[config.mk]
export PLATFORM = sky130hd
export DESIGN_NAME = gcd_isqrt
export DESIGN_NICKNAME = d
export VERILOG_FILES = /design/src/design/gcd_pkg.sv /design/src/design/gcd_isqrt.sv
export SDC_FILE = /design/constraint.sdc
export NUM_CORES = 2
export LEC_CHECK = 0
export CORE_ASPECT_RATIO = 1.5
export CORE_MARGIN = 1
export CORE_UTILIZATION = 55
export DETAILED_ROUTE_END_ITERATION = 8
export DONT_BUFFER_PORTS = 1
export GPL_TIMING_DRIVEN = 1
export PLACE_DENSITY = 0.76
export SLEW_MARGIN = 20
export SYNTH_ARGS = -nofsm -noshare
export SYNTH_HDL_FRONTEND = slang
export SYNTH_SLANG_ARGS = --single-unit
[constraint.sdc]
create_clock -name clk_i -period 5.45 [get_ports clk_i]
set_input_delay 1.09 -clock clk_i [delete_from_list [all_inputs] [get_ports clk_i]]
set_output_delay 1.09 -clock clk_i [all_outputs]
set_load 0.01 [all_outputs]
[src/design/gcd_pkg.sv]
// Shared constants, tables and types for the great-circle distance pipeline.
`default_nettype none

package gcd_pkg;

  // Default number of fraction bits in the degree inputs
  localparam int unsigned ANGLE_FRAC_BITS_DEF = 22;

  // CORDIC datapath
  localparam int unsigned CORDIC_STEPS = 30;
  localparam int unsigned CW           = 34;
  localparam logic signed [CW-1:0] CORDIC_GAIN = 34'sd652032874;

  // Degree to turn conversion: 360 = 8 * 45, quotient by 45 via reciprocal
  localparam int unsigned DIV_BASE     = 45;
  localparam int unsigned QUO_W        = 27;
  localparam int unsigned REM_W        = 6;
  localparam logic [31:0] RECIP45      = 32'd3054198966;
  localparam int unsigned RECIP45_SHR  = 37;

  // Haversine term and square root
  localparam int unsigned HY_W         = 31;
  localparam logic [HY_W-1:0] ONE_Q30  = 31'h4000_0000;
  localparam int unsigned SQ_STEPS     = 31;
  localparam int unsigned SQ_W         = 62;

  // pi in Q2.29
  localparam logic [30:0] PI_Q29       = 31'd1686629713;

  // Fraction table: (b * 2^shift + 180) / 360 for each remainder b < 45
  typedef logic [31:0] frac_tbl_t [DIV_BASE];

  function automatic frac_tbl_t frac_tbl(input int unsigned shift);
    frac_tbl_t t;
    for (int b = 0; b < DIV_BASE; b++) begin
      t[b] = 32'(((longint'(b) << shift) + 64'd180) / 64'd360);
    end
    return t;
  endfunction

  // atan(2^-i) in turns, Q0.32
  function automatic logic [31:0] atan_turn(input int unsigned i);
    logic [31:0] a;
    case (i)
      0:       a = 32'h2000_0000;
      1:       a = 32'h12E4_051E;
      2:       a = 32'h09FB_385B;
      3:       a = 32'h0511_11D4;
      4:       a = 32'h028B_0D43;
      5:       a = 32'h0145_D7E1;
      6:       a = 32'h00A2_F61E;
      7:       a = 32'h0051_7C55;
      8:       a = 32'h0028_BE53;
      9:       a = 32'h0014_5F2F;
      10:      a = 32'h000A_2F98;
      11:      a = 32'h0005_17CC;
      12:      a = 32'h0002_8BE6;
      13:      a = 32'h0001_45F3;
      14:      a = 32'h0000_A2FA;
      15:      a = 32'h0000_517D;
      16:      a = 32'h0000_28BE;
      17:      a = 32'h0000_145F;
      18:      a = 32'h0000_0A30;
      19:      a = 32'h0000_0518;
      20:      a = 32'h0000_028C;
      21:      a = 32'h0000_0146;
      22:      a = 32'h0000_00A3;
      23:      a = 32'h0000_0051;
      24:      a = 32'h0000_0029;
      25:      a = 32'h0000_0014;
      26:      a = 32'h0000_000A;
      27:      a = 32'h0000_0005;
      28:      a = 32'h0000_0003;
      29:      a = 32'h0000_0001;
      default: a = 32'h0000_0000;
    endcase
    return a;
  endfunction

endpackage

`default_nettype wire

[src/design/gcd_isqrt.sv]
// Pipelined digit-by-digit square root, floor(sqrt(v * 2^30)), one bit per stage.
`default_nettype none

module gcd_isqrt (
  input  logic                       clk_i,
  input  logic                       en_i,
  input  logic [gcd_pkg::HY_W-1:0]   rad_i,
  output logic [gcd_pkg::HY_W-1:0]   root_o
);

  localparam int unsigned S  = gcd_pkg::SQ_STEPS;
  localparam int unsigned VW = gcd_pkg::SQ_W;

  logic [VW-1:0] v_w [S+1];
  logic [VW-1:0] r_w [S+1];
  logic [VW-1:0] v_q [S];
  logic [VW-1:0] r_q [S];

  assign v_w[0] = VW'({rad_i, 30'b0});
  assign r_w[0] = '0;

  for (genvar k = 0; k < S; k++) begin : g_bit
    localparam logic [VW-1:0] BIT = VW'(1) << (2 * (S - 1 - k));
    logic [VW-1:0] trial;
    assign trial = r_w[k] + BIT;

    always_ff @(posedge clk_i) begin
      if (en_i) begin
        if (v_w[k] >= trial) begin
          v_q[k] <= v_w[k] - trial;
          r_q[k] <= (r_w[k] >> 1) + BIT;
        end else begin
          v_q[k] <= v_w[k];
          r_q[k] <= r_w[k] >> 1;
        end
      end
    end

    assign v_w[k+1] = v_q[k];
    assign r_w[k+1] = r_q[k];
  end

  assign root_o = r_w[S][gcd_pkg::HY_W-1:0];

endmodule

`default_nettype wire

**After elaboration in Yosys (flattened, before gate mapping)**

Memories as Yosys holds them, arrays and structs flattened.
Cells that the tools add are included.

- Latch bits: 0
- ROM bits: 0
- Memory bits (writable): 3844
- Memories: 2
- Bits in registers: 0
- Logic and storage cells: 434
- Output and inout port bits: 31
- Bits of input ports: 33

- Order comparisons: 31
- Shift operators: 0
- Reductions and logical operators: 0
- Multipliers: 0
- Bitwise gates (word level): 62
- Div/mod/pow operators: 0
- Mux-type cells: 248
- Eq/ne operators: 0
- Add/subtract/negate cells: 91

Memories:

| memory | words | bits a word | rd ports | clocked after memory_dff | wr ports | RTL line | text |
|---|---|---|---|---|---|---|---|
| r_q | 31 | 62 | 31 | 0 | 31 | gcd_isqrt.sv:17 | `logic [VW-1:0] r_q [S];` |
| v_q | 31 | 62 | 30 | 0 | 31 | gcd_isqrt.sv:16 | `logic [VW-1:0] v_q [S];` |

Operators with widths:

| cell | count |
|---|---|
| 2-to-1 mux 62 bit | 62 |
| >= comparator 62 bit | 30 |
| subtractor 62 bit | 30 |
| 2-to-1 mux 1 bit | 186 |
| adder 61 x 1 -> 62 bit (second input constant) | 1 |
| adder 61 x 11 -> 62 bit (second input constant) | 1 |
| adder 61 x 13 -> 62 bit (second input constant) | 1 |
| adder 61 x 15 -> 62 bit (second input constant) | 1 |
| adder 61 x 17 -> 62 bit (second input constant) | 1 |
| adder 61 x 19 -> 62 bit (second input constant) | 1 |
| adder 61 x 21 -> 62 bit (second input constant) | 1 |
| adder 61 x 23 -> 62 bit (second input constant) | 1 |
| adder 61 x 25 -> 62 bit (second input constant) | 1 |
| adder 61 x 27 -> 62 bit (second input constant) | 1 |
| adder 61 x 29 -> 62 bit (second input constant) | 1 |
| adder 61 x 3 -> 62 bit (second input constant) | 1 |
| adder 61 x 31 -> 62 bit (second input constant) | 1 |
| adder 61 x 33 -> 62 bit (second input constant) | 1 |
| adder 61 x 35 -> 62 bit (second input constant) | 1 |
| adder 61 x 37 -> 62 bit (second input constant) | 1 |
| adder 61 x 39 -> 62 bit (second input constant) | 1 |
| adder 61 x 41 -> 62 bit (second input constant) | 1 |
| adder 61 x 43 -> 62 bit (second input constant) | 1 |
| adder 61 x 45 -> 62 bit (second input constant) | 1 |
| other kinds (43) | 104 |

**Logic depth before layout (Yosys ltp)**

An unclocked memory read counts as a cell.

- Word-level depth: 7
- Mapped depth: 15
- Depth with buffers taken out: 14

**Least setup slack after synthesis**

No wires, ideal clock.

- Kind: input -> register
- Start point: in en_i
- End point: mem r_q[1][808] (netlist bit) (enable)
- Data arrival time: 4569 ps
- Setup time: 479 ps
- Data required time: 4971 ps
- Setup slack: 402 ps
- Stages on the path: 5
- Path buffers: 5
- Cells stage by stage: clkbuf_1 > clkbuf_1 > clkbuf_1 > clkbuf_1 > clkbuf_1

RTL lines:

| what | RTL line | text |
|---|---|---|
| start: declaration | gcd_isqrt.sv:6 | `input logic en_i,` |
| end: declaration | gcd_isqrt.sv:17 |  |

==> flow_metrics.tcl <==
set metrics [dict create \
    wire_per_inst_um 20.0 \
    fp-row-count 179 \
    critPathLaunchType "input port" \
    syn_area_sq_um 87600 \
    maxCapViolCount 0 \
    drc_errors 0 \
    status "finished clean" \
    async_flop_share 0 \
    die_x_um 328 \
    drt_iter0_drc 3354 \
    hold_viol 0 \
    track_usage 0.246 \
    synth_cell_type_count 108 \
    pwr_density_cell_nw_per_um2 394 \
    cts_root_buffer "clkbuf_16" \
    netlist.area_leader.share 0.566 \
    antenna_found_initial 2 \
    insertion_delay_ps 830 \
    grt-ovfl-total 0 \
    dp_hpwl_um 148000 \
    dieArea_sq_um 161000 \
    ys_top_cells_by_area "edfxtp_1, ha_1, xor2_1" \
    synth_top_area_cell "edfxtp_1" \
    rsz0062_at_grt "no" \
    cp.arrival_ps 5510 \
    placed_cell_area_sq_um 90400 \
    fillers 11943 \
    setup-tns-final_ps 0 \
    relSlewSlack 0.259 \
    worst_pin_slew_ps 1110 \
    dr.pass1.iters 6 \
    cp.required_ps 5980 \
    final_cell_area_sq_um 96000 \
    area_growth_pct 9.56 \
    finalMaxSlewViolations 0 \
    core_sq_um 158000 \
    use_met2 0.522 \
    busiest_layer "met2" \
    numCtsBuffers 160 \
    period_needed_ps 4980 \
    setup_viol 0 \
    met3_usage 0.0312 \
    ant_nets 0 \
    drive_gt1_frac 0.0596 \
    syn_inst 7612 \
    cts_hold_buf 0 \
    synth-main-ff-cell "edfxtp_1" \
    grt_max_degree 247 \
    cts_sinks 1651 \
    seqCellArea_sq_um 49600 \
    finClkSkew_ps 56.4 \
    syn_avg_cell_area_sq_um 11.5 \
    multi_input_area_sq_um 35100 \
    layout.nets 8221 \
    grt_pass1_vias 61202 \
    ctsResizeCount 0 \
    clkTransAtPathRegs_ps 70 \
    postLayoutCoreUtil 0.606 \
    leakagePower_nw 36.7 \
    die_h_um 491 \
    max_clock_freq_ghz 0.201 \
    hp-class "input port to flip-flop" \
    hold-worst-slack_ps 335 \
    ys_ff_latch 1651 \
    synth_edf_count 1651 \
    ys_seq_area_frac 0.566 \
    gr-usage-met1 0.191 \
    crit_path_max_fanout 174 \
    gp_congestion 0.961 \
    wl_um 198000 \
    period_share 0.914 \
    cts_buffer_depth 3 \
    ys.warnings.count 0 \
    cts_tree "yes" \
    via_per_inst 5.89 \
    pin_count 64 \
    syn-num-nets 8152 \
    start_util 0.553 \
    port_buffers 0 \
    peakVddDrop_mv 0.329 \
    crit_type "input port to flip-flop" \
    post_cts_buffers 0 \
    grt_first_pass_wirelength_um 309000 \
    htreeDepth 4 \
    route.vias.total 58266 \
    cp-end-kind "flip-flop" \
]
flip-flops by register name, indices dropped and copies added (netlist names):
signal and count:
v_q 1156, r_q 495
critical path: stages:
cell	delay, ps
buf_16	390
buf_16	480
buf_16	440
buf_16	520
buf_16	480
nand4b_1	190
nand4b_1	260
a311oi_4	290
buf_4	210
buf_12	130
mux2_2	330
area by class of cell:
type                            count  area share
Multi-Input combinational cell   5176       0.366
Clock buffer                      182      0.0426
Inverter                          612      0.0239
Clock inverter                    107      0.0140
Antenna cell                        1   0.0000261
Timing Repair Buffer               80      0.0100
Tap cell                         2081      0.0271
Sequential cell                  1651       0.517
final timing paths:
kind	slack (ps)	end	cells after the start	start
worst max-delay path	470	v_q[1][630]	11	en_i
worst min-delay path	340	v_q[0][51]	0	rad_i[21]
worst max register to register	570	v_q[1][857]	11	v_q[1][748]
worst min register to register	410	r_q[1][886]	0	r_q[1][825]
power breakdown:
group | internal, W | total (W) | switching [W]
Clock | 0.00643 | 0.0114 | 0.00499
Combinational | 0.00357 | 0.00873 | 0.00516
Sequential | 0.0163 | 0.0177 | 0.00137
cell usage after synthesis (37+ instances only):
cell type and n:
edfxtp_1 1651, nand2_1 720, inv_1 612, o21ai_0 541
ha_1 493, xor2_1 445, nor2_1 439, a21oi_1 397
xnor2_1 326, nor3_1 199, a21o_1 197, nor4_1 139
clkbuf_1 134, nand3_1 115, nand2b_1 107, o21a_1 88
nand4_1 80, or3_1 80, nor2b_1 60, a211oi_1 52
o21bai_1 49, or4_1 49, and3_1 41, or2_2 37
per-stage QoR:
step	power [W]	worst slack (ps)	std cells
6_report	0.0378	466	9890
5_1_grt	0.0395	298	9890
4_1_cts	0.0379	336	9885
3_5_place_dp	0.0265	-538	9596
3_3_place_gp	0.0262	-467	9594
2_1_floorplan	0.0240	402	7612
cells by family after synthesis:
| kind of cell | share of synthesized area |
|---|---|
| and+or+nand+nor | 0.129 |
| DFF | 0.566 |
| AOI/OAI and AO/OA | 0.115 |
| buffers and inverters | 0.0345 |
| xor gates and xnor gates | 0.0771 |
| adders and majority gates | 0.0736 |
| muxes | 0.00477 |
layout by cell type (no fill, tap or decap), drive strengths merged, types with 30 or more instances in the layout:
| cell type | synthesis | layout |
|---|---|---|
| a211oi | 53 | 53 |
| a21o | 197 | 197 |
| a21oi | 402 | 402 |
| and3 | 41 | 41 |
| buf | 39 | 80 |
| clkbuf | 134 | 182 |
| clkinv | 0 | 71 |
| edfxtp | 1651 | 1651 |
| ha | 493 | 493 |
| inv | 612 | 619 |
| mux2 | 30 | 30 |
| nand2 | 721 | 721 |
| nand2b | 108 | 108 |
| nand3 | 118 | 118 |
| nand4 | 80 | 80 |
| nor2 | 442 | 442 |
| nor2b | 60 | 60 |
| nor3 | 209 | 209 |
| nor4 | 151 | 151 |
| o21a | 88 | 88 |
| o21ai | 549 | 549 |
| o21bai | 49 | 49 |
| o31ai | 37 | 37 |
| or2 | 40 | 40 |
| or3 | 82 | 82 |
| or4 | 52 | 52 |
| xnor2 | 326 | 326 |
| xor2 | 445 | 445 |
layer usage:
layer,vias to the layer above,part of all wire
li1,27964,-
met1,28089,0.29
met2,1494,0.60
met3,719,0.031
met4,0,0.075
met5,-,0
Note: power is estimated with default switching activity, not from simulation.
